`src/rtl/isgbc_pkg.sv`:
```
// ----------------------------------------------------------------------------
// isgbc_pkg : shared types and constants for the imu bias calibration block
// Widths, register indexes, phase codes, lane control and result layout.
// ----------------------------------------------------------------------------
package isgbc_pkg;

   // averaging length, one offset per axis is sum / CAL_SAMPLES
   localparam int CAL_SAMPLES = 500;

   localparam int AXES      = 6;
   localparam int ACC_AXES  = 3;
   localparam int AXIS_ACC_Z = 2;

   localparam int SAMPLE_W  = 16;
   localparam int OFFSET_W  = 17;
   localparam int SUM_W     = 26;
   localparam int MAG_W     = 25;
   localparam int COUNT_W   = 9;
   localparam int RUN_W     = 8;
   localparam int THR_W     = 16;
   localparam int GRAV_W    = 15;
   localparam int CSR_ADDR_W = 2;
   localparam int CSR_DATA_W = 16;

   localparam int REQ_TDATA_W = AXES * SAMPLE_W;
   localparam int RSP_ITEM_W  = AXES * SAMPLE_W + 2;
   localparam int RSP_TDATA_W = ((RSP_ITEM_W + 7) / 8) * 8;

   // reciprocal divide: q ~= (|sum| * DIV_MULT) >> DIV_SHIFT, then one fix-up
   localparam int DIV_SHIFT  = MAG_W;
   localparam int DIV_MULT_W = MAG_W + 1;
   localparam logic [DIV_MULT_W-1:0] DIV_MULT =
      DIV_MULT_W'((64'd1 << DIV_SHIFT) / CAL_SAMPLES);
   localparam logic [COUNT_W-1:0] CAL_COUNT = COUNT_W'(CAL_SAMPLES);
   // stages from the last averaged beat to the offset update
   localparam int DIV_STAGES = 4;

   // register reset values
   localparam logic [THR_W-1:0]  THRESHOLD_RST = THR_W'(200);
   localparam logic [RUN_W-1:0]  RUN_NEEDED_RST = RUN_W'(100);
   localparam logic [GRAV_W-1:0] GRAVITY_RST = GRAV_W'(4096);

   typedef enum logic [CSR_ADDR_W-1:0] {
      CSR_STILL_THRESHOLD  = 2'd0,
      CSR_STILL_RUN_NEEDED = 2'd1,
      CSR_GRAVITY_COUNTS   = 2'd2
   } csr_index_type;

   typedef enum logic [1:0] {
      PH_RUN  = 2'd0,
      PH_WAIT = 2'd1,
      PH_AVG  = 2'd2
   } phase_type;

   // per-beat commands from the merge stage to every lane
   typedef struct packed {
      logic start;
      logic ref_load;
      logic sum_clear;
      logic sum_add;
      logic off_load;
   } lane_ctl_type;

   // result beat, axis 0 in the lowest bits, phase on top
   typedef struct packed {
      logic [1:0]                         phase;
      logic [AXES-1:0][SAMPLE_W-1:0]      axis;
   } rsp_item_type;

endpackage

```
`src/rtl/isgbc_lane.sv`:
```
// ----------------------------------------------------------------------------
// isgbc_lane : one axis of the calibration datapath
// Offset subtract, stillness compare, running sum and reciprocal divider.
// ----------------------------------------------------------------------------
module isgbc_lane (
   input  logic                                     clock,
   input  logic                                     reset,
   input  isgbc_pkg::lane_ctl_type                  ctl,
   input  logic signed [isgbc_pkg::SAMPLE_W-1:0]    raw,
   input  logic [isgbc_pkg::GRAV_W-1:0]             bias,
   input  logic [isgbc_pkg::THR_W-1:0]              threshold,
   output logic signed [isgbc_pkg::SAMPLE_W-1:0]    cur,
   output logic                                     still
);
   import isgbc_pkg::*;

   logic signed [OFFSET_W-1:0] offset_ff, offset_in;
   logic signed [SAMPLE_W-1:0] ref_ff;
   logic signed [SUM_W-1:0]    sum_ff, sum_in;
   logic signed [OFFSET_W-1:0] diff;
   logic [OFFSET_W-1:0]        diff_mag;

   logic [MAG_W-1:0]              mag_ff, mag2_ff, mag3_ff, qest_ff;
   logic                          neg_ff, neg2_ff, neg3_ff;
   logic [MAG_W+DIV_MULT_W-1:0]   prod_ff;
   logic [MAG_W+COUNT_W-1:0]      qd;
   logic [MAG_W-1:0]              rem, quot;
   logic [OFFSET_W-1:0]           quot_low;
   logic signed [OFFSET_W-1:0]    div_result;

   // corrected sample, offsets count as zero on a start beat
   assign cur = ctl.start ? raw : SAMPLE_W'(raw - offset_ff[SAMPLE_W-1:0]);

   // change against the previous sample
   assign diff     = OFFSET_W'(cur) - OFFSET_W'(ref_ff);
   assign diff_mag = diff[OFFSET_W-1] ? OFFSET_W'(-diff) : OFFSET_W'(diff);
   assign still    = diff_mag < {1'b0, threshold};

   // running sum with the gravity term removed
   assign sum_in = sum_ff + SUM_W'(cur) - SUM_W'(bias);

   always_ff @(posedge clock) begin
      if (ctl.ref_load) begin
         ref_ff <= cur;
      end
      if (ctl.sum_clear) begin
         sum_ff <= '0;
      end else if (ctl.sum_add) begin
         sum_ff <= sum_in;
      end
   end

   // divider: magnitude, reciprocal multiply, estimate, fix-up
   always_ff @(posedge clock) begin
      mag_ff  <= sum_ff[SUM_W-1] ? MAG_W'(-sum_ff) : MAG_W'(sum_ff);
      neg_ff  <= sum_ff[SUM_W-1];
      prod_ff <= mag_ff * DIV_MULT;
      mag2_ff <= mag_ff;
      neg2_ff <= neg_ff;
      qest_ff <= prod_ff[DIV_SHIFT +: MAG_W];
      mag3_ff <= mag2_ff;
      neg3_ff <= neg2_ff;
   end

   // estimate is exact or one low, the remainder tells which
   assign qd         = qest_ff * CAL_COUNT;
   assign rem        = mag3_ff - qd[MAG_W-1:0];
   assign quot       = qest_ff + MAG_W'(rem >= MAG_W'(CAL_SAMPLES));
   assign quot_low   = quot[OFFSET_W-1:0];
   assign div_result = neg3_ff ? OFFSET_W'(-quot_low) : OFFSET_W'(quot_low);

   // offset register
   always_comb begin
      offset_in = offset_ff;
      if (ctl.start) begin
         offset_in = '0;
      end else if (ctl.off_load) begin
         offset_in = div_result;
      end
   end

   always_ff @(posedge clock) begin
      if (reset) begin
         offset_ff <= '0;
      end else begin
         offset_ff <= offset_in;
      end
   end

endmodule

```
`config.mk`:
```
export PLATFORM = sky130hd
export DESIGN_NAME = isgbc_lane
export DESIGN_NICKNAME = d
export VERILOG_FILES = /design/src/rtl/isgbc_pkg.sv /design/src/rtl/isgbc_lane.sv
export SDC_FILE = /design/constraint.sdc
export NUM_CORES = 1
export LEC_CHECK = 0
export ABC_AREA = 0
export BUFFER_PORTS_ARGS = -buffer_cell sky130_fd_sc_hd__buf_2
export CELL_PAD_IN_SITES_DETAIL_PLACEMENT = 2
export CELL_PAD_IN_SITES_GLOBAL_PLACEMENT = 2
export CORE_UTILIZATION = 44
export CTS_CLUSTER_SIZE = 20
export DETAILED_ROUTE_END_ITERATION = 16
export GPL_TIMING_DRIVEN = 0
export PLACE_DENSITY = 0.95
export SYNTH_ARGS = -nofsm -noshare
export SYNTH_HDL_FRONTEND = slang
export SYNTH_SLANG_ARGS = --single-unit
```
`constraint.sdc`:
```
create_clock -name clock -period 28.8 [get_ports clock]
set_input_delay 4.32 -clock clock [delete_from_list [all_inputs] [get_ports clock]]
set_output_delay 4.32 -clock clock [all_outputs]
set_load 0.005 [all_outputs]
```
==> summary.txt <==
Run status
  • Outcome: finished with violations
  • Failing checks: capacitance limit, slew limit

CTS
  • Reg clk slew, reported paths: 0.07 ns
  • Num CTS Buffers: 17
  • CTS Buffer Depth: 2
  • # Post-CTS Setup Buffers: 0
  • CTS Root Cell: clkbuf_16
  • Resize count post-CTS: 0
  • H-tree levels: 4
  • Clock Latency Late Sink: 0.47 ns
  • Clk sinks: 166
  • TritonCTS clock tree: yes
  • CTS Hold Bufs: 0

Logic synthesis
  • Post-synth cell types: 71
  • Post-Syn Area: about 0.017 mm^2
  • EDFF count, synth: 16
  • Cell count after synthesis: around 1900
  • Yosys reg bits: 166
  • Main synth FF type: dfxtp_1
  • Syn_nets: about 2400
  • Register area share after synthesis: 0.201
  • Async SR Flop Fraction: 0
  • Yosys warns: 0
  • Syn Area/Cell: 9.19 um^2

Timing
  • RSZ-0062 raised after global routing: false
  • Setup_tns: 0 ns
  • Final period utilization: 0.602
  • Post-layout minimum cycle time: 17.33 ns
  • Worst Max-Slew Pin Slew: 1.55 ns
  • Max Freq: 57.7 MHz
  • Slew Limit Headroom: -0.0433
  • Hold Fails Final Rpt: 0
  • Final clock skew: between 0.015 and 0.02 ns
  • Setup Viol. Count Final: 0
  • Post-route setup slack: 11.47 ns
  • Max-slew violation count: 10

Floorplan
  • DIE WIDTH: around 200 um
  • Row count: 72
  • # IOs: 71
  • Die height: 201 um
  • Die area: approximately 0.040 mm^2
  • Starting Density: 0.448
  • Core Region: between 0.03 and 0.04 mm^2

Critical path
  • CP arrival: 13.01 ns
  • Crit path capture type: primary output
  • Worst setup path endpoint: still
  • Crit-path slowest cell: o21ai_0
  • Crit path launch: raw[0]
  • Crit Path Class: in2out
  • R2r worst-path depth: 38
  • R2r setup slk: approximately 16 ns
  • Most frequent cell on the critical path: a21oi_1
  • Worst setup SP type: input pin
  • Required @ worst endpoint: 24.48 ns
  • R2R Path End: offset_ff[14]$_SDFFE_PP0P_
  • Delay-heaviest family, CP: compound AO/OA/AOI/OAI gates
  • Buffer and inverter count on the worst path: 6
  • Crit path max fanout: 10
  • Critical path depth in cells: 36
  • Worst r2r src: qest_ff[2]$_DFF_P_
  • Delay of the slowest cell on the worst path: 1.19 ns

Detailed routing
  • DR WL/cell: 32.6 um
  • Pre-Repair DR Iteration Count: 5
  • Metal3 WL: 4590 um
  • Vias: 15817
  • DRT met1 WL: 28600 um
  • DRC Markers: 0
  • Antenna Nets Post-Route: 0
  • DR vias/cell: 6.30
  • Max Used Layer: met4
  • Routed wire length: 81800 um
  • WL met2: 41100 um
  • Iter 0 DRT Violations: 1082

Hold path
  • Min-delay worst type: reg2reg

GRT
  • Gr ovfl total: 0
  • Vias in the first global route: about 19000
  • Initial antenna violation count: 3
  • GRT Overall Usage: 0.413
  • Pin count of the biggest net entering global routing: 17
  • First-pass GRT wire length: 123000 um

Placed design
  • Port Buf Inserts: 69
  • Placed Cells incl. Taps: 2476
  • Setup slack after placement: 12.24 ns
  • Gpl congestion: 0.874
  • Post-DP HPWL: 55900 um

Layout
  • Fin cells: approximately 2500
  • Layout cell share with drive strength beyond 1: 0.0643
  • P&R area growth vs syn: 9.27%
  • Layout Nets: approximately 2500

Run
  • Max-cap viol count: 2
## per-stage QoR
| stage | cell area, um^2 | utilization | hold slack, ns |
|---|---|---|---|
| global placement | 18300 | 0.474 | 0.311 |
| detailed placement | 18300 | 0.474 | 0.315 |
| floorplan | 17400 | - | 0.310 |
| global route | 19000 | 0.490 | 0.337 |
| finish | 19000 | 0.490 | 0.331 |
| CTS | 19000 | 0.489 | 0.331 |
## metal layers
metal | track usage | vias to the layer above
li1 | - | 6509
met1 | 0.414 | 7934
met2 | 0.733 | 864
met3 | 0.0961 | 510
met4 | 0.333 | 0
met5 | 0 | -
## cells in the final DEF, fill, tap and decap left out, types with 35 or more instances in the layout
master   count
xnor2_1    108
xor2_1      40
o21ai_0     75
mux2i_1     35
nor2_1     113
inv_1      369
nand2_1     74
a21oi_1     78
ha_1       330
dfxtp_1    150
fa_1       132
buf_2       69
## cell type report
cell class / instances / area [um^2]
Fill cell: 4117 / 19800
Multi-Input combinational cell: 1333 / 12400
Sequential cell: 166 / 3480
Inverter: 369 / 1390
Tap cell: 518 / 648
Clock buffer: 18 / 439
Timing Repair Buffer: 69 / 345
Clock inverter: 14 / 165
Buffer: 21 / 78.8
Antenna cell: 2 / 5.00
## sequential cells by signal (all words and copies together) (netlist names)
name       cells
mag2_ff       23
mag3_ff       23
mag_ff        25
neg2_ff        1
neg3_ff        1
neg_ff         1
offset_ff     16
prod_ff       17
qest_ff       17
ref_ff        16
sum_ff        26
## synthesized netlist by cell type (all sizes together), types with 14 or more instances
master,instances,share of area
a31oi,14,0.0050
or3,15,0.0054
fa,132,0.15
nand2b,22,0.0079
xnor2,108,0.055
clkbuf,18,0.0039
a211oi,18,0.0078
nand3,26,0.0075
nand2,74,0.016
inv,369,0.080
xor2,40,0.020
mux2i,35,0.020
nor3,21,0.0061
edfxtp,16,0.028
ha,330,0.24
dfxtp,150,0.17
o21a,26,0.011
nor2b,19,0.0068
nor2,113,0.024
o21ai,77,0.022
a21o,22,0.0095
a21oi,79,0.023
## worst register-to-register path, delay by kind of cell, from the launching register on
kind / cells / cell delay [ns]
xor gates and xnor gates: 3 / 0.56
AOI/OAI and AO/OA: 13 / 3.72
adders and majority gates: 7 / 3.28
buffers and inverters: 4 / 0.70
DFF: 1 / 0.57
and+or+nand+nor: 11 / 3.57
## cell families after synthesis
kind of cell | Yosys count | share of synthesized area
adder cells (fa/ha/maj) | 462 | 0.390
buffers and inverters | 390 | 0.0844
AND/OR/NAND/NOR | 349 | 0.0976
AO/OA/AOI/OAI | 333 | 0.128
flip-flops | 166 | 0.201
XOR/XNOR | 149 | 0.0760
multiplexers | 40 | 0.0234
## worst min-delay path by stage
stage,startpoint,endpoint,slack [ns],cells past startpoint
after floorplan,mag2_ff[10]$_DFF_P_,mag3_ff[10]$_DFF_P_,0.31,0
after global placement,mag2_ff[13]$_DFF_P_,mag3_ff[13]$_DFF_P_,0.31,0
after detailed placement,mag2_ff[7]$_DFF_P_,mag3_ff[7]$_DFF_P_,0.31,0
after CTS,mag2_ff[22]$_DFF_P_,mag3_ff[22]$_DFF_P_,0.33,0
after global routing,prod_ff[26]$_DFF_P_,qest_ff[1]$_DFF_P_,0.34,0
final,mag2_ff[22]$_DFF_P_,mag3_ff[22]$_DFF_P_,0.33,0
Power is left out: the tool's default activity adds up to more than one toggle a clock period on the data nets, which glitch-free logic cannot reach.
