File: src/rtl/isgbc_pkg.sv
// ----------------------------------------------------------------------------
// isgbc_pkg : shared types and constants for the imu bias calibration block
// Widths, register indexes, phase codes, lane control and result layout.
// ----------------------------------------------------------------------------
package isgbc_pkg;

   // averaging length, one offset per axis is sum / CAL_SAMPLES
   localparam int CAL_SAMPLES = 500;

   localparam int AXES      = 6;
   localparam int ACC_AXES  = 3;
   localparam int AXIS_ACC_Z = 2;

   localparam int SAMPLE_W  = 16;
   localparam int OFFSET_W  = 17;
   localparam int SUM_W     = 26;
   localparam int MAG_W     = 25;
   localparam int COUNT_W   = 9;
   localparam int RUN_W     = 8;
   localparam int THR_W     = 16;
   localparam int GRAV_W    = 15;
   localparam int CSR_ADDR_W = 2;
   localparam int CSR_DATA_W = 16;

   localparam int REQ_TDATA_W = AXES * SAMPLE_W;
   localparam int RSP_ITEM_W  = AXES * SAMPLE_W + 2;
   localparam int RSP_TDATA_W = ((RSP_ITEM_W + 7) / 8) * 8;

   // reciprocal divide: q ~= (|sum| * DIV_MULT) >> DIV_SHIFT, then one fix-up
   localparam int DIV_SHIFT  = MAG_W;
   localparam int DIV_MULT_W = MAG_W + 1;
   localparam logic [DIV_MULT_W-1:0] DIV_MULT =
      DIV_MULT_W'((64'd1 << DIV_SHIFT) / CAL_SAMPLES);
   localparam logic [COUNT_W-1:0] CAL_COUNT = COUNT_W'(CAL_SAMPLES);
   // stages from the last averaged beat to the offset update
   localparam int DIV_STAGES = 4;

   // register reset values
   localparam logic [THR_W-1:0]  THRESHOLD_RST = THR_W'(200);
   localparam logic [RUN_W-1:0]  RUN_NEEDED_RST = RUN_W'(100);
   localparam logic [GRAV_W-1:0] GRAVITY_RST = GRAV_W'(4096);

   typedef enum logic [CSR_ADDR_W-1:0] {
      CSR_STILL_THRESHOLD  = 2'd0,
      CSR_STILL_RUN_NEEDED = 2'd1,
      CSR_GRAVITY_COUNTS   = 2'd2
   } csr_index_type;

   typedef enum logic [1:0] {
      PH_RUN  = 2'd0,
      PH_WAIT = 2'd1,
      PH_AVG  = 2'd2
   } phase_type;

   // per-beat commands from the merge stage to every lane
   typedef struct packed {
      logic start;
      logic ref_load;
      logic sum_clear;
      logic sum_add;
      logic off_load;
   } lane_ctl_type;

   // result beat, axis 0 in the lowest bits, phase on top
   typedef struct packed {
      logic [1:0]                         phase;
      logic [AXES-1:0][SAMPLE_W-1:0]      axis;
   } rsp_item_type;

endpackage

File: src/rtl/isgbc_skid.sv
// ----------------------------------------------------------------------------
// isgbc_skid : result register with one skid entry
// Keeps the input side running while a result beat waits downstream.
// ----------------------------------------------------------------------------
module isgbc_skid (
   input  logic                        clock,
   input  logic                        reset,
   input  logic                        push,
   input  isgbc_pkg::rsp_item_type     push_data,
   output logic                        in_ready,
   output logic                        out_valid,
   input  logic                        out_ready,
   output isgbc_pkg::rsp_item_type     out_data
);
   import isgbc_pkg::*;

   logic         out_valid_ff, out_valid_in;
   logic         skid_valid_ff, skid_valid_in;
   rsp_item_type out_data_ff, out_data_in;
   rsp_item_type skid_data_ff, skid_data_in;

   assign in_ready  = ~skid_valid_ff;
   assign out_valid = out_valid_ff;
   assign out_data  = out_data_ff;

   // refill the output register from skid first, else from the new beat
   always_comb begin
      out_valid_in  = out_valid_ff;
      skid_valid_in = skid_valid_ff;
      out_data_in   = out_data_ff;
      skid_data_in  = skid_data_ff;
      if (!out_valid_ff || out_ready) begin
         if (skid_valid_ff) begin
            out_valid_in  = 1'b1;
            out_data_in   = skid_data_ff;
            skid_valid_in = 1'b0;
         end else begin
            out_valid_in = push;
            out_data_in  = push_data;
         end
      end else if (push) begin
         skid_valid_in = 1'b1;
         skid_data_in  = push_data;
      end
   end

   always_ff @(posedge clock) begin
      if (reset) begin
         out_valid_ff  <= 1'b0;
         skid_valid_ff <= 1'b0;
      end else begin
         out_valid_ff  <= out_valid_in;
         skid_valid_ff <= skid_valid_in;
      end
      out_data_ff  <= out_data_in;
      skid_data_ff <= skid_data_in;
   end

endmodule

File: config.mk
export PLATFORM = sky130hd
export DESIGN_NAME = isgbc_skid
export DESIGN_NICKNAME = d
export VERILOG_FILES = /design/src/rtl/isgbc_pkg.sv /design/src/rtl/isgbc_skid.sv
export SDC_FILE = /design/constraint.sdc
export NUM_CORES = 1
export LEC_CHECK = 0
export BUFFER_PORTS_ARGS = -buffer_cell sky130_fd_sc_hd__buf_2
export CELL_PAD_IN_SITES_DETAIL_PLACEMENT = 1
export CELL_PAD_IN_SITES_GLOBAL_PLACEMENT = 1
export CORE_MARGIN = 3
export CORE_UTILIZATION = 45
export CTS_BUF_LIST = sky130_fd_sc_hd__clkbuf_4
export CTS_CLUSTER_SIZE = 20
export DETAILED_ROUTE_END_ITERATION = 10
export PLACE_DENSITY_LB_ADDON = 0.15
export SETUP_SLACK_MARGIN = 0.05
export SLEW_MARGIN = 5
export SYNTH_ARGS = -nofsm -noshare
export SYNTH_HDL_FRONTEND = slang
export SYNTH_SLANG_ARGS = --single-unit
File: constraint.sdc
create_clock -name clock -period 20.9 [get_ports clock]
set_input_delay 2.09 -clock clock [delete_from_list [all_inputs] [get_ports clock]]
set_output_delay 2.09 -clock clock [all_outputs]
set_load 0.005 [all_outputs]
==> out/metrics.yaml, run 1 <==
status: "complete, no violations"
overflow: 0
wl_met3_um: 1160
ys_async_sr_fraction_pct: 0
slew_violations: 0
hold_viol: 0
cts-root-buf: "clkbuf_4"
path_buf_inv: 2
synth_seq_cells: 198
numCtsBuffers: 17
power_leakage_uw: 0.003274
critical-path-max-stage-delay_ns: 0.85
power_uw: 752.7
worst_setup_path_start_kind: "input pin"
floorplan.initialDensity_pct: 46.73
synth.area.top_cells: "edfxtp_1 (82%), mux2_2 (15%), clkbuf_8 (1.9%)"
vias: 3693
hold_class: "register to register"
dp_hpwl_um: 9581
synthFlopType: "edfxtp_1"
cp_top_family: "simple AND/OR/NAND/NOR gates"
vias_per_cell: 4.911
cts-resized-gates: 0
synth_cells: 314
fp.dieH_um: 132.6
switching_share_pct: 21.10
cp_data_required_time_ns: 21.09
io_buffers: 201
cts_buffer_depth: 2
wire_per_inst_um: 19.22
synth_nets: 416
synth.avg_cell_area_um2: 22.96
clock_latency_ns: 0.56
rsz0062_at_grt: "false"
nets: 628
ys_seq_area_share_pct: 82.19
wl_met1_um: 6075
min_period_ns: 3.982
synth.most_common_cell: "edfxtp_1"
grt_pass1_vias: 3974
grtUsageTotal_pct: 16.63
grt_pass1_wl_um: 22360
cts_setup_buffers: 0
drc: 0
path_max_fanout: 73
cts_tree: "yes"
synth.cell_area_um2: 7209
routed_wirelength_um: 14460
drt_iter0_drc: 264
synth_edf_count: 196
synthToLayoutAreaGrowth_pct: 21.17
cpMaxStageDelayCell: "buf_4"
min_period_over_period_pct: 19.05
core_um2: 15430
power.share.clock_pct: 31.6
synth_cell_types: 10
fmax_ghz: 0.2511
crit_type: "input pin to register"
holdBufCountCts: 0
endpoint_kind: "register"
setup_viol: 0
combPwrFrac_pct: 6.7
p_switching_uw: 158.8
arrival_ns: 4.17
yosys_warnings: 0
yosysTopAreaCellShare_pct: 81.64
drt-pass1-iter-count: 4
max-cap-violations: 0
grt_max_degree: 75
antenna_found_initial: 4
path_clk_slew_ns: 0.15
ant_nets: 0
worst_hold_slack_ns: 0.5630
die_w_um: 132.6
tns_ns: 0
routed-wl-met2_um: 6961
clkSinkCount: 198
drive_gt1_share_pct: 62.52
power.internal_uw: 593.9
place_congestion: 0.7285
rows: 45
synth_top_cells_by_count: "edfxtp_1 (196), mux2_2 (98), clkbuf_8 (10)"
io_pins: 202
fin_cells: 752
placed_cells: 718
crit_chain: "buf_2 -> nand2b_4 -> nor2_4 -> buf_4"
power_density_nw_per_um2: 86.16
highest_layer: "met5"
p_seq_share_pct: 61.7
htreeDepth: 4
dieArea_um2: 17580
worst_pin_slew_ns: 1.024
slew-limit-headroom_pct: 31.74
peakVddDrop_v: 0.00005330
synth_top_area_cell: "edfxtp_1"
finClkSkew_ns: 0.01885
==> flip-flops by register name, summed over array words and instances, names as in the netlist <==
register	count
out_data	98
skid_data_ff	98
out_valid	1
skid_valid_ff	1
==> power groups by stage <==
stage          clock network [µW]  logic, µW  registers, µW
3_3_place_gp                    0       49.1            474
6_report                      238       50.1            465
4_1_cts                       246       51.4            465
2_1_floorplan                   0       17.4            476
5_1_grt                       261       55.4            467
3_5_place_dp                    0       51.2            474
==> stage by stage <==
| stage | setup WS, ns | utilization [%] | area [µm²] |
|---|---|---|---|
| floorplan | 11.58 | - | 7209 |
| detailed placement | 16.29 | 54.27 | 8372 |
| global route | 16.79 | 56.63 | 8736 |
| CTS | 16.94 | 56.59 | 8731 |
| global placement | 16.35 | 54.27 | 8372 |
| finish | 16.92 | 56.63 | 8736 |
==> area by class of cell <==
cell class | instances | area, µm²
diodes | 2 | 5.005
clock buffers | 18 | 135.1
clock inverters | 14 | 224.0
fillers | 1463 | 6691
inverters | 2 | 7.507
multi-input cells | 103 | 1142
flip-flops and latches | 198 | 5929
well taps | 211 | 264.0
repair buffers | 204 | 1028
==> layout by cell type, fill, tap and decap left out, drive strengths merged <==
cell,instances
nor3,1
edfxtp,196
nor2,2
a21oi,1
clkbuf,18
clkinv,3
bufinv,5
dfxtp,2
nand2b,1
mux2,98
inv,4
clkinvlp,4
buf,204
diode,2
==> worst paths after layout <==
kind | cells after the start | startpoint | slack [ns] | endpoint
hold / removal | 1 | skid_data_ff[87] | 0.56 | out_data[87]
hold reg to reg | 1 | skid_data_ff[87] | 0.56 | out_data[87]
setup / recovery | 4 | out_ready | 16.92 | skid_data_ff[36]
setup reg to reg | 3 | out_valid | 18.18 | skid_data_ff[36]
==> cells by family (layout without fill, tap and decap cells) <==
group | count (synthesis) | in the layout | share of synthesized area [%]
AND/OR/NAND/NOR | 4 | 4 | 0.2604
AO/OA/AOI/OAI | 1 | 1 | 0.06935
other | 0 | 2 | 0
flip-flops | 198 | 198 | 82.19
buffers and inverters | 13 | 238 | 2.169
multiplexers | 98 | 98 | 15.31
==> metal layers <==
metal  up-vias  track usage (%)
li1       1684                -
met1      1846            20.93
met2       138            26.52
met3        21            6.540
met4         4            5.716
met5         -                0
Power figures use the tool's default switching activity.
==> run 2, diff against run 1 <==
==> constraint.sdc (replaced) <==
create_clock -name clock -period 4.1 [get_ports clock]
set_input_delay 0.41 -clock clock [delete_from_list [all_inputs] [get_ports clock]]
set_output_delay 0.41 -clock clock [all_outputs]
set_load 0.005 [all_outputs]
==> out/metrics.yaml, run 2 (same netlist as run 1, synthesis figures left out) <==
status: "complete, no violations"  # unchanged
grt_max_degree: 58  # was 75
vias_per_cell: 4.767  # was 4.911
finClkSkew_ns: 0.01760  # was 0.01885 ns
fp.dieH_um: 132.6  # unchanged
cts_setup_buffers: 0  # unchanged
endpoint_kind: "output port"  # was register
ff2ff_path_depth: 3  # unchanged
synthToLayoutAreaGrowth_pct: 33.81  # was 21.17%
overflow: 0  # unchanged
fmax_ghz: 0.4694
vias: 4047  # was 3693
grtUsageTotal_pct: 18.48  # was 16.63%
highest_layer: "met4"  # was met5
holdPathEnd: "skid_data_ff[93]"  # was out_data[87]
dp_hpwl_um: 9827  # was 9581 µm
io_buffers: 201  # unchanged
numCtsBuffers: 17  # unchanged
clock_latency_ns: 0.55  # was 0.56 ns
path_clk_slew_ns: 0.14  # was 0.15 ns
path_max_fanout: 57  # was 73
slew_violations: 0  # unchanged
power_leakage_uw: 0.003655  # was 0.003274 µW
critical-path-max-stage-delay_ns: 0.91  # was 0.85 ns
final_common_cell: "buf_2"  # unchanged
power_density_nw_per_um2: 391.4  # was 86.16 nW/µm²
arrival_ns: 1.72  # was 4.17 ns
dp_slack_ns: 1.793  # was 16.29 ns
hold_class: "input pin to register"  # was register to register
r2r_slack_ns: 2.01  # was 18.18 ns
core_um2: 15430  # unchanged
crit_type: "register to output port"  # was input pin to register
power_uw: 3776  # was 752.7 µW
hold_viol: 0  # unchanged
routed_wirelength_um: 16140  # was 14460 µm
place_congestion: 0.7407  # was 0.7285
setup_viol: 0  # unchanged
drive_gt1_share_pct: 53.14  # was 62.52%
holdBufCountCts: 75  # was 0
max-cap-violations: 0  # unchanged
ant_nets: 0  # unchanged
slew-limit-headroom_pct: 46.38  # was 31.74%
min_period_over_period_pct: 51.96
clkSinkCount: 198  # unchanged
worst_pin_slew_ns: 0.8044  # was 1.024 ns
cpMaxStageDelayCell: "dfxtp_4"  # was buf_4
wire_per_inst_um: 19.01  # was 19.22 µm
tns_ns: 0  # unchanged
nets: 725  # was 628
cp_data_required_time_ns: 3.69  # was 21.09 ns
cts_tree: "yes"  # unchanged
rsz0062_at_grt: "false"  # unchanged
io_pins: 202  # unchanged
drt-pass1-iter-count: 4  # unchanged
min_period_ns: 2.130
min_path_cells: 1  # unchanged
routed-wl-met2_um: 8356  # was 6961 µm
antenna_found_initial: 1  # was 4
rows: 45  # unchanged
grt_pass1_wl_um: 24900  # was 22360 µm
grt_pass1_vias: 4422  # was 3974
drt_iter0_drc: 256  # was 264
dieArea_um2: 17580  # unchanged
cts-root-buf: "clkbuf_4"  # unchanged
drc: 0  # unchanged
peakVddDrop_v: 0.0002627  # was 0.00005330 V
die_w_um: 132.6  # unchanged
postPlaceCellArea_um2: 8387  # was 8372 µm²
final_cell_mix: "buf_2 (201), edfxtp_1 (196), mux2_2 (98)"  # unchanged
cts_buffer_depth: 2  # unchanged
floorplan.initialDensity_pct: 46.73  # unchanged
wl_met3_um: 1024  # was 1160 µm
finish.utilization_pct: 62.53  # was 56.63%
reg2reg_to: "skid_data_ff[10]"  # was skid_data_ff[36]
crit_chain: "inv_1 -> buf_2"  # was buf_2 -> nand2b_4 -> nor2_4 -> buf_4
wl_met1_um: 6463  # was 6075 µm
finish.instance_area_um2: 9647  # was 8736 µm²
timing.rr.start: "out_valid"  # unchanged
worst_setup_path_start_kind: "register"  # was input pin
cts-resized-gates: 0  # unchanged
hold_start: "push_data[93]"  # was skid_data_ff[87]
fin_ws_ns: 1.970  # was 16.92 ns
htreeDepth: 4  # unchanged
==> run 2: cell type report <==
type                            instances  area [µm²]
Sequential cell                       198        5929
Fill cell                            1456        5781
Timing Repair Buffer                  301        1994
Multi-Input combinational cell        103        1142
Tap cell                              211       264.0
Clock inverter                         12       153.9
Clock buffer                           20       150.1
Inverter                                2       7.507
Antenna cell                            2       5.005
==> run 2: worst max path at each step <==
stage	startpoint	endpoint	slack (ns)	cells past startpoint
floorplan	out_ready	skid_data_ff[0]	0.97	2
global placement	out_ready	skid_data_ff[34]	1.85	4
detailed placement	out_ready	skid_data_ff[33]	1.79	4
CTS	skid_valid_ff	in_ready	1.91	2
global route	skid_valid_ff	in_ready	1.80	2
finish	skid_valid_ff	in_ready	1.97	2
==> run 2: worst max-delay path: cells and delay by family, from the launching register on <==
| kind | cells | cell delay [ns] |
|---|---|---|
| flip-flops | 1 | 0.91 |
| buffers and inverters | 2 | 0.26 |
==> run 2: layer usage <==
metal  track usage (%)  vias up
met1             22.12     2006
met3             6.692       22
li1                  -     1878
met2             31.23      141
met4             6.178        0
met5                 0        -
==> run 2: stage by stage <==
stage | hold WS (ns) | std cells
4_1_cts | 0.0004893 | 827
6_report | 0.07089 | 849
3_5_place_dp | 0.5337 | 720
5_1_grt | 0.0002809 | 849
3_3_place_gp | 0.5254 | 720
2_1_floorplan | 0.4791 | 314
==> run 2: report_power, final <==
group | internal [µW] | switching (µW)
combinational | 191 | 139
clock | 443 | 630
sequential | 2340 | 35.8
