===== src/rtl/isgbc_pkg.sv =====
// ----------------------------------------------------------------------------
// isgbc_pkg : shared types and constants for the imu bias calibration block
// Widths, register indexes, phase codes, lane control and result layout.
// ----------------------------------------------------------------------------
package isgbc_pkg;

   // averaging length, one offset per axis is sum / CAL_SAMPLES
   localparam int CAL_SAMPLES = 500;

   localparam int AXES      = 6;
   localparam int ACC_AXES  = 3;
   localparam int AXIS_ACC_Z = 2;

   localparam int SAMPLE_W  = 16;
   localparam int OFFSET_W  = 17;
   localparam int SUM_W     = 26;
   localparam int MAG_W     = 25;
   localparam int COUNT_W   = 9;
   localparam int RUN_W     = 8;
   localparam int THR_W     = 16;
   localparam int GRAV_W    = 15;
   localparam int CSR_ADDR_W = 2;
   localparam int CSR_DATA_W = 16;

   localparam int REQ_TDATA_W = AXES * SAMPLE_W;
   localparam int RSP_ITEM_W  = AXES * SAMPLE_W + 2;
   localparam int RSP_TDATA_W = ((RSP_ITEM_W + 7) / 8) * 8;

   // reciprocal divide: q ~= (|sum| * DIV_MULT) >> DIV_SHIFT, then one fix-up
   localparam int DIV_SHIFT  = MAG_W;
   localparam int DIV_MULT_W = MAG_W + 1;
   localparam logic [DIV_MULT_W-1:0] DIV_MULT =
      DIV_MULT_W'((64'd1 << DIV_SHIFT) / CAL_SAMPLES);
   localparam logic [COUNT_W-1:0] CAL_COUNT = COUNT_W'(CAL_SAMPLES);
   // stages from the last averaged beat to the offset update
   localparam int DIV_STAGES = 4;

   // register reset values
   localparam logic [THR_W-1:0]  THRESHOLD_RST = THR_W'(200);
   localparam logic [RUN_W-1:0]  RUN_NEEDED_RST = RUN_W'(100);
   localparam logic [GRAV_W-1:0] GRAVITY_RST = GRAV_W'(4096);

   typedef enum logic [CSR_ADDR_W-1:0] {
      CSR_STILL_THRESHOLD  = 2'd0,
      CSR_STILL_RUN_NEEDED = 2'd1,
      CSR_GRAVITY_COUNTS   = 2'd2
   } csr_index_type;

   typedef enum logic [1:0] {
      PH_RUN  = 2'd0,
      PH_WAIT = 2'd1,
      PH_AVG  = 2'd2
   } phase_type;

   // per-beat commands from the merge stage to every lane
   typedef struct packed {
      logic start;
      logic ref_load;
      logic sum_clear;
      logic sum_add;
      logic off_load;
   } lane_ctl_type;

   // result beat, axis 0 in the lowest bits, phase on top
   typedef struct packed {
      logic [1:0]                         phase;
      logic [AXES-1:0][SAMPLE_W-1:0]      axis;
   } rsp_item_type;

endpackage


===== src/rtl/isgbc_ctrl.sv =====
// ----------------------------------------------------------------------------
// isgbc_ctrl : merge stage and phase sequencer
// Combines lane stillness, tracks run and sample counts, drives the lanes.
// ----------------------------------------------------------------------------
module isgbc_ctrl (
   input  logic                                  clock,
   input  logic                                  reset,
   input  logic                                  req_tvalid,
   input  logic                                  op_start,
   input  logic [isgbc_pkg::ACC_AXES-1:0]        still_acc,
   input  logic [isgbc_pkg::RUN_W-1:0]           run_needed,
   input  logic                                  sink_ready,
   output logic                                  req_tready,
   output logic                                  push,
   output isgbc_pkg::lane_ctl_type               lane_ctl,
   output isgbc_pkg::phase_type                  phase
);
   import isgbc_pkg::*;

   phase_type               phase_ff, phase_in;
   logic [RUN_W-1:0]        run_ff, run_in, run_nxt;
   logic [COUNT_W-1:0]      count_ff, count_in, count_inc;
   logic [DIV_STAGES-1:0]   pipe_ff, pipe_in;
   logic                    div_go;
   logic                    all_still;

   // hold off input while the lane dividers run
   assign req_tready = sink_ready & ~(|pipe_ff);
   assign push       = req_tvalid & req_tready;
   assign all_still  = &still_acc;
   assign count_inc  = count_ff + COUNT_W'(1);
   assign phase      = phase_in;

   // next phase and lane commands
   always_comb begin
      phase_in = phase_ff;
      run_in   = run_ff;
      count_in = count_ff;
      run_nxt  = '0;
      div_go   = 1'b0;
      lane_ctl = '0;
      lane_ctl.off_load = pipe_ff[DIV_STAGES-1];
      if (push) begin
         if (op_start) begin
            lane_ctl.start     = 1'b1;
            lane_ctl.ref_load  = 1'b1;
            lane_ctl.sum_clear = 1'b1;
            run_in   = '0;
            count_in = '0;
            phase_in = (run_needed == '0) ? PH_AVG : PH_WAIT;
         end else begin
            case (phase_ff)
               PH_WAIT: begin
                  lane_ctl.ref_load = 1'b1;
                  run_nxt = all_still ? run_ff + RUN_W'(1) : '0;
                  run_in  = run_nxt;
                  if (run_nxt >= run_needed) begin
                     phase_in = PH_AVG;
                     count_in = '0;
                     lane_ctl.sum_clear = 1'b1;
                  end
               end
               PH_AVG: begin
                  lane_ctl.sum_add = 1'b1;
                  if (count_inc >= CAL_COUNT) begin
                     count_in = '0;
                     phase_in = PH_RUN;
                     div_go   = 1'b1;
                  end else begin
                     count_in = count_inc;
                  end
               end
               PH_RUN: begin
                  phase_in = PH_RUN;
               end
               default: begin
                  phase_in = PH_RUN;
               end
            endcase
         end
      end
      pipe_in = {pipe_ff[DIV_STAGES-2:0], div_go};
   end

   always_ff @(posedge clock) begin
      if (reset) begin
         phase_ff <= PH_RUN;
         run_ff   <= '0;
         count_ff <= '0;
         pipe_ff  <= '0;
      end else begin
         phase_ff <= phase_in;
         run_ff   <= run_in;
         count_ff <= count_in;
         pipe_ff  <= pipe_in;
      end
   end

endmodule


===== config.mk =====
export PLATFORM = sky130hd
export DESIGN_NAME = isgbc_ctrl
export DESIGN_NICKNAME = d
export VERILOG_FILES = /design/src/rtl/isgbc_pkg.sv /design/src/rtl/isgbc_ctrl.sv
export SDC_FILE = /design/constraint.sdc
export NUM_CORES = 1
export LEC_CHECK = 0
export BUFFER_PORTS_ARGS = -buffer_cell sky130_fd_sc_hd__clkbuf_2
export CAP_MARGIN = 10
export CORE_ASPECT_RATIO = 1.4
export CORE_MARGIN = 10
export CORE_UTILIZATION = 35
export CTS_BUF_LIST = sky130_fd_sc_hd__clkbuf_8 sky130_fd_sc_hd__clkbuf_16
export DETAILED_ROUTE_END_ITERATION = 16
export GPL_TIMING_DRIVEN = 0
export PLACE_DENSITY = 0.6
export SYNTH_ARGS = -nofsm -noshare
export SYNTH_HDL_FRONTEND = slang
export SYNTH_SLANG_ARGS = --single-unit

===== constraint.sdc =====
create_clock -name clock -period 2.86 [get_ports clock]
set_clock_uncertainty 0.2 [all_clocks]
set_input_delay 0.143 -clock clock [delete_from_list [all_inputs] [get_ports clock]]
set_output_delay 0.143 -clock clock [all_outputs]
set_load 0.005 [all_outputs]

==> results.cfg, run 1 <==
[flow_run]
cap_viol_max_count = 0

[grt]
grt_max_degree = 14
grt_overflow_total = 0
grtUsageTotal_pct = 10.2
grt_pass1_vias = 1496
grt_pass1_wl_um = 6620
antenna_found_initial = 0

[sta]
slew_headroom_pct = 48.2
setup_viol = 1
slew_violations = 0
holdWs_ns = 0.171
period_share_pct = 101
hold_viol_final = 0
fmax_mhz = 345
worst_slew_pin_slew_ns = 0.772
rsz0062_at_grt = yes
post-route-min-period_ns = 2.90
setup_ws_ns = -0.0411

[logic_synthesis]
syn_area_per_cell_um2 = 7.88
synth_edf_count = 0
synth-simple-area-share_pct = 29.8
synth_top_cell_area_share_pct = 28.8
ys_seq_elements = 23
synth-compound-area-share_pct = 21.5
synth.area.top_cells = dfxtp_1 29%, ha_1 10%, nor2_1 5.9%
synthDistinctLibCells = 46
syn_inst = 203
synthMuxAreaShare_pct = 0.626
yosysMostFrequentCell = nor2_1
synth_top_family_by_area = simple AND/OR/NAND/NOR gates
synth_top_area_cell = dfxtp_1
synth_xor_xnor_area_share_pct = 3.29
yosys_warnings = 0
synth_seq_area_share_pct = 28.8
synth-async-reset-ratio_pct = 0
synthAdderAreaFrac_pct = 10.2
synth_area_um2 = 1600
syn-num-nets = 232
synthTopCellsByCount = 25 x nor2_1, 23 x dfxtp_1, 17 x inv_1, 14 x nand2_1, 13 x ha_1
synth-main-ff-cell = dfxtp_1

[finish]
multi_input_area_um2 = 1210
seq_area_um2 = 474
nFillCells = 447
instances_no_fill = 299
final_nets = 267
area_growth_syn_to_layout_pct = 29.9
drive_above_1_share_pct = 28.3
diodes = 0
fin_util_pct = 46.5

[setup_path]
cpMaxStageDelayCell = dfxtp_4
cp_cell_sequence = ha_4 > xnor2_2 > nor2_2 > ha_1 > or3_4 > a21oi_4 > or3_4 > a31oi_4 > o221a_4 > clkbuf_2
worst-path-buf-inv = 1
crit_required_ns = 2.52
cp-end-kind = output pin
cp-start-kind = flip-flop
cpLargestDelayFamily = simple AND/OR/NAND/NOR gates
slowest_delay_ns = 0.38
crit_type = reg -> out
cp.arrival_ns = 2.56
cp_common_cell = or3_4
critPathMaxFanout = 6

[hold_path]
worstHoldPathType = in -> reg

[die]
die_area_um2 = 7710
rows = 29
start_util_pct = 35.8
fp.coreArea_um2 = 4460
fp.dieW_um = 77.1
die_y_um = 100
boundaryPins = 25

[placement]
place_hpwl_um = 3040
io_buffers = 24
dp_cells = 289
gp_congestion = 0.832

[run_status]
failed_checks = negative setup slack
status = finished with violations

[route]
drc_errors = 0
first_pass_iters = 4
avgRoutedWirePerCell_um = 13.9
routed_wl_um = 4150
vias = 1562
postRouteAntennaNets = 0
drt_first_iter_violations = 116
routed_via_density = 5.22

[clock_network]
clock_path_buffers = 2
cts_tree = yes
htree_num_levels = 1
clk_pin_slew_worst_paths_ns = 0.08
clk_latency_ns = 0.26
cts_root_buf = clkbuf_8
cts_sinks = 23
cts_inserted_buffers = 3

[power_and_ir_drop]
powerDensity_nw_per_um2 = 295
total_leakage_power_uw = 0.000841
irDropWorstVdd_v = 0.000130
routing by layer:
metal / part of all wire [%] / GRT usage (%) / vias to the layer above
met4: 1.3 / 4.93 / 0
met5: 0 / 0 / -
met3: 4.5 / 2.68 / 6
met1: 43 / 11.6 / 723
li1: - / - / 803
met2: 51 / 17.2 / 30
power by group:
| group | internal (uW) | switching (uW) |
|---|---|---|
| registers | 318 | 1.44 |
| clock network | 97.2 | 108 |
| logic | 37.9 | 50.1 |
| total | 453 | 159 |
cells in the final DEF, fill, tap and decap left out, drive strengths merged, types with 6 or more instances in the layout:
cell type	netlist	routed
or3	6	6
ha	13	13
a22oi	8	8
nor2b	6	6
dfxtp	23	23
o21ai	7	7
a21oi	13	13
buf	3	8
nand3	11	11
nor2	25	25
inv	17	17
nand2	14	14
clkbuf	3	30
sequential cells by signal, summed over array words and instances (netlist names):
signal / cells
run_ff: 8
phase_ff: 2
count_ff: 9
pipe_ff: 4
what timing repair did:
action,4_1_cts,5_1_grt
pin swaps,4,12
setup endpoints to repair,10,12
resized for setup,17,19
hold buffers,1,0
setup buffers,1,4
hold endpoints to repair,3,0
metrics by stage:
stage	total power, uW	instance area [um^2]	setup TNS (ns)	setup WS (ns)
2_1_floorplan	369	1600	0	0.192
3_3_place_gp	399	1800	-0.334	-0.104
3_5_place_dp	399	1800	-0.369	-0.106
4_1_cts	618	1940	-0.150	-0.0458
5_1_grt	647	2080	-0.520	-0.140
6_report	613	2080	-0.0411	-0.0411
final timing paths:
kind / endpoint / depth (start not counted) / slack (ns) / startpoint
worst max register to register: count_ff[8]$_SDFFE_PP0P_ / 11 / 0.07 / run_ff[0]$_SDFFE_PP0P_
worst min-delay path: count_ff[6]$_SDFFE_PP0P_ / 5 / 0.17 / sink_ready
worst min register to register: pipe_ff[3]$_SDFF_PP0_ / 1 / 0.30 / pipe_ff[2]$_SDFF_PP0_
worst max-delay path: phase[1] / 10 / -0.04 / run_ff[0]$_SDFFE_PP0P_
tightest hold or removal path, delay by kind of cell:
kind	cells	cell delay, ns
buffers and inverters	1	0.10
AND/OR/NAND/NOR	2	0.19
AO/OA/AOI/OAI	2	0.14
cell type report:
type / instances / area share (%)
Multi-Input combinational cell: 157 / 58.5
Timing Repair Buffer: 30 / 8.25
Clock buffer: 3 / 1.99
Clock inverter: 1 / 0.241
Buffer: 6 / 1.39
Tap cell: 62 / 3.73
Sequential cell: 23 / 22.8
Inverter: 17 / 3.07
cell families after synthesis:
group           after synthesis
fa+ha+maj                    13
mux                           1
compound gates               49
xor+xnor                      6
simple gates                 88
flops                        23
buf+inv                      23
No activity file was read; power rests on OpenSTA's default activity.
==> run 2, diff against run 1 <==
PLACE_DENSITY = 0.58   (was 0.6)
clock period = 3.2 ns   (was 2.86 ns; I/O delays follow)
==> run 2 against run 1 <==
  * The flow now finishes without violations
  * Power down 12%
  * Cell area fell by 9.6%
  * Routed wire length is 4.3% lower
  * Via count fell by 3.7%
  * First-iteration DRC count is 18% lower
  * Non-clock buffer count is 5 lower
  * Core utilization down 4.5 points
  * Critical path type unchanged
  * Largest cell class unchanged
==> results.cfg, run 2 (synthesis results as in run 1) <==
[run_status]
status = finished, final reports clean

[clock_network]
cts_root_buf = clkbuf_8
cts_setup_buffers = 0
clk_latency_ns = 0.27
clock_path_buffers = 2
cts_tree = yes
cts_inserted_buffers = 3
cts_sinks = 23
clk_pin_slew_worst_paths_ns = 0.09
htree_num_levels = 1

[power_and_ir_drop]
p_int_uw = 401
total_leakage_power_uw = 0.000803
power_frac_seq_pct = 53.3
powerDensity_nw_per_um2 = 288
power.share.combinational_pct = 12.0
switching_power_uw = 140
p_sw_share_pct = 25.9
p_clk_share_pct = 34.8
irDropWorstVdd_v = 0.000117

[finish]
final_nets = 262
drive_above_1_share_pct = 18.1
top_regs = count_ff: 9 flops, run_ff: 8 flops, pipe_ff: 4 flops
final_common_cell = nor2_1
area_growth_syn_to_layout_pct = 17.4
largest_register_ffs = 9
diodes = 0
layout_common_cells = 25 x nor2_1, 24 x clkbuf_2, 21 x dfxtp_1, 17 x inv_1, 14 x nand2_1
largest_register = count_ff

[sta]
period_share_pct = 96.0
worst_slew_pin_slew_ns = 0.761
finalSetupTns_ns = 0
hold_viol_final = 0
setup_viol = 0
rsz0062_at_grt = no
fmax_mhz = 325
holdWs_ns = 0.166
slew_violations = 0
post-route-min-period_ns = 3.07
slew_headroom_pct = 48.9

[grt]
grtUsageTotal_pct = 10.4
grt_pass1_vias = 1467
grt_overflow_total = 0
grt_max_degree = 14
grt_pass1_wl_um = 6650
antenna_found_initial = 0

[route]
avgRoutedWirePerCell_um = 13.5
routed_wl_um = 3970
postRouteAntennaNets = 0
first_pass_iters = 4
drt_first_iter_violations = 95
routed_via_density = 5.12
vias = 1504
drc_errors = 0

[setup_path]
cp.arrival_ns = 2.71
crit_type = reg -> out
critPathMaxFanout = 6
startpoint = run_ff[0]$_SDFFE_PP0P_
cp-start-kind = flip-flop
cp-end-kind = output pin
crit_required_ns = 2.84
worstReg2RegStart = run_ff[0]$_SDFFE_PP0P_

[flow_run]
cap_viol_max_count = 0

[die]
boundaryPins = 25
die_area_um2 = 7710
die_y_um = 100
start_util_pct = 35.8
rows = 29
fp.dieW_um = 77.1
fp.coreArea_um2 = 4460

[placement]
place_hpwl_um = 3140
io_buffers = 24
gp_congestion = 0.821

[hold_path]
hp-start = sink_ready
worstHoldPathType = in -> reg
run 2: final timing paths:
path                              endpoint  slack [ns]  depth (start not counted)
setup / recovery                  phase[0]        0.13                         10
hold / removal       pipe_ff[0]$_SDFF_PP0_        0.17                          4
setup reg to reg  count_ff[8]$_SDFFE_PP0P_        0.24                         11
hold reg to reg      pipe_ff[3]$_SDFF_PP0_        0.30                          1
run 2: per-stage QoR:
| stage | utilization, % | std cells | total power (uW) | setup WS (ns) | area (um^2) |
|---|---|---|---|---|---|
| 5_1_grt | 42.1 | 294 | 571 | 0.00666 | 1880 |
| 2_1_floorplan | - | 203 | 330 | 0.532 | 1600 |
| 3_5_place_dp | 40.3 | 289 | 357 | 0.152 | 1800 |
| 4_1_cts | 41.7 | 294 | 549 | 0.0513 | 1860 |
| 3_3_place_gp | 40.3 | 289 | 357 | 0.176 | 1800 |
| 6_report | 42.1 | 294 | 542 | 0.127 | 1880 |
run 2: repair_timing:
| action | 4_1_cts | 5_1_grt |
|---|---|---|
| hold endpoints to repair | 2 | 0 |
| resized for setup | 2 | 4 |
| hold buffers | 1 | 0 |
| pin swaps | 0 | 1 |
| setup endpoints to repair | 1 | 3 |
run 2: power groups by stage:
stage / combinational (uW) / sequential (uW) / clock, uW
final: 64.8 / 288 / 188
after global placement: 61.8 / 295 / 0
after floorplan: 35.1 / 295 / 0
after detailed placement: 61.9 / 295 / 0
after global routing: 74.5 / 289 / 208
after CTS: 64.3 / 288 / 197
run 2: cell type report:
type | count | area [um^2]
Multi-Input combinational cell | 157 | 1070
Clock buffer | 3 | 41.3
Inverter | 17 | 63.8
Tap cell | 62 | 77.6
Clock inverter | 1 | 5.00
Timing Repair Buffer | 25 | 130
Fill cell | 510 | 2580
Buffer | 6 | 28.8
Sequential cell | 23 | 463
run 2: worst max-delay path, stage by stage (launching register included):
cell and delay [ns]:
dfxtp_2 0.35, ha_1 0.24, xnor2_1 0.13, nor2_1 0.20
ha_1 0.27, or3_1 0.34, a21oi_1 0.24, o311a_1 0.34
a2111oi_4 0.08, a21oi_1 0.13, clkbuf_2 0.13
run 2: layer usage:
metal	GRT usage (%)	vias up	share of wire (%)
li1	-	791	-
met1	11.4	690	44
met2	18.1	21	50
met3	2.68	2	3.9
met4	5.63	0	1.2
met5	0	-	0
==> run 3, diff against run 2 <==
BUFFER_PORTS_ARGS = -buffer_cell sky130_fd_sc_hd__buf_2   (was -buffer_cell sky130_fd_sc_hd__clkbuf_2)
clock period = 3.7 ns   (was 3.2 ns; I/O delays follow)
==> run 3 against run 2 <==
  * Flip-flop and latch count unchanged
  * Die area unchanged
  * Largest power group unchanged
  * Final cell count down 0.34%
  * Sequential power down 14%
  * Clock power down 14%
  * Count of clock-buffer cells in the layout unchanged
  * Register-to-register slack better by 0.52 ns
==> results.cfg, run 3 (synthesis results as in run 1) <==
[run_status]
status = finished, final reports clean

[setup_path]
crit_required_ns = 3.31
crit_type = reg -> out
critPathMaxFanout = 6
cp.arrival_ns = 2.96
cp-start-kind = flip-flop
cp-end-kind = output pin

[finish]
final_common_cell = buf_2
stdcell_area_um2 = 1840
diodes = 0
drive_above_1_share_pct = 16.5
area_growth_syn_to_layout_pct = 15.3
largest_register_ffs = 9
top_regs = count_ff: 9 flops, run_ff: 8 flops, pipe_ff: 4 flops
layout_common_cells = 26 x buf_2, 25 x nor2_1, 23 x dfxtp_1, 17 x inv_1, 14 x nand2_1
final_nets = 261
largest_register = count_ff

[clock_network]
cts_root_buf = clkbuf_8
cts_inserted_buffers = 3
postCtsHoldBufs = 0
cts_sinks = 23
htree_num_levels = 1
clock_path_buffers = 2
cts_tree = yes
ctsResizeCount = 0
cts_setup_buffers = 0
clk_latency_ns = 0.27
clk_pin_slew_worst_paths_ns = 0.09

[route]
avgRoutedWirePerCell_um = 13.3
vias = 1511
drt_first_iter_violations = 52
routed_via_density = 5.16
drc_errors = 0
first_pass_iters = 4
routed_wl_um = 3890
postRouteAntennaNets = 0

[grt]
grt_max_degree = 14
grtUsageTotal_pct = 9.94
grt_overflow_total = 0
grt_pass1_vias = 1414
antenna_found_initial = 0
grt_pass1_wl_um = 6430

[die]
fp.dieW_um = 77.1
rows = 29
fp.coreArea_um2 = 4460
boundaryPins = 25
start_util_pct = 35.8
die_area_um2 = 7710
die_y_um = 100

[sta]
period_share_pct = 90.4
worst_slew_pin_slew_ns = 0.791
finalSetupTns_ns = 0
setup_viol = 0
hold_viol_final = 0
slew_violations = 0
rsz0062_at_grt = no
post-route-min-period_ns = 3.35
setup_ws_ns = 0.355
slew_headroom_pct = 46.9
fmax_mhz = 299
holdWs_ns = 0.0149

[placement]
dpl_cell_area_um2 = 1800
pre_cts_ws_ns = 0.677
gp_congestion = 0.834
place_hpwl_um = 3130
io_buffers = 24

[flow_run]
cap_viol_max_count = 0

[power_and_ir_drop]
powerDensity_nw_per_um2 = 251
irDropWorstVdd_v = 0.000105
total_leakage_power_uw = 0.000795

[hold_path]
worstHoldPathType = in -> reg
==> run 3: critical path, cell delays in order (launching register included) <==
cell and delay (ns):
dfxtp_1 0.42, ha_1 0.24, nand3_1 0.10, xor2_1 0.14
nor2_1 0.08, ha_1 0.29, o21a_1 0.11, a21oi_1 0.09
o311a_1 0.41, a2111oi_0 0.57, a21oi_1 0.09, buf_2 0.16
==> run 3: layer usage <==
metal  up-vias  wire (um)  GRT usage (%)
met5         -          0              0
li1        787          -              -
met1       697       1690           11.7
met3         2        183           2.42
met2        25       1980           17.2
met4         0         39           3.38
==> run 3: layout make-up <==
cell class	count	area, um^2
fillers	478	2620
repair buffers	24	120
inverters	17	63.8
well taps	62	77.6
multi-input cells	157	1050
clock buffers	3	41.3
clock inverters	1	5.00
plain buffers	6	28.8
flip-flops and latches	23	460
==> run 3: where the power goes <==
group,internal (uW),switching [uW]
clock network,75.2,85.4
logic,21.5,31.7
registers,248,0.976
total,345,118
==> run 3: worst paths after layout <==
check	startpoint	endpoint	slack, ns	cells after the start
worst max-delay path	run_ff[0]$_SDFFE_PP0P_	phase[0]	0.35	11
worst max register to register	run_ff[0]$_SDFFE_PP0P_	count_ff[2]$_SDFFE_PP0P_	0.76	11
worst min-delay path	reset	count_ff[8]$_SDFFE_PP0P_	0.01	3
worst min register to register	pipe_ff[0]$_SDFF_PP0_	pipe_ff[1]$_SDFF_PP0_	0.30	1
==> run 3: stage by stage <==
stage                     cells  utilization (%)  power (uW)
after floorplan             203                -         285
after global placement      289             40.3         309
after detailed placement    289             40.3         309
after CTS                   293             41.3         471
after global routing        293             41.3         489
final                       293             41.3         463
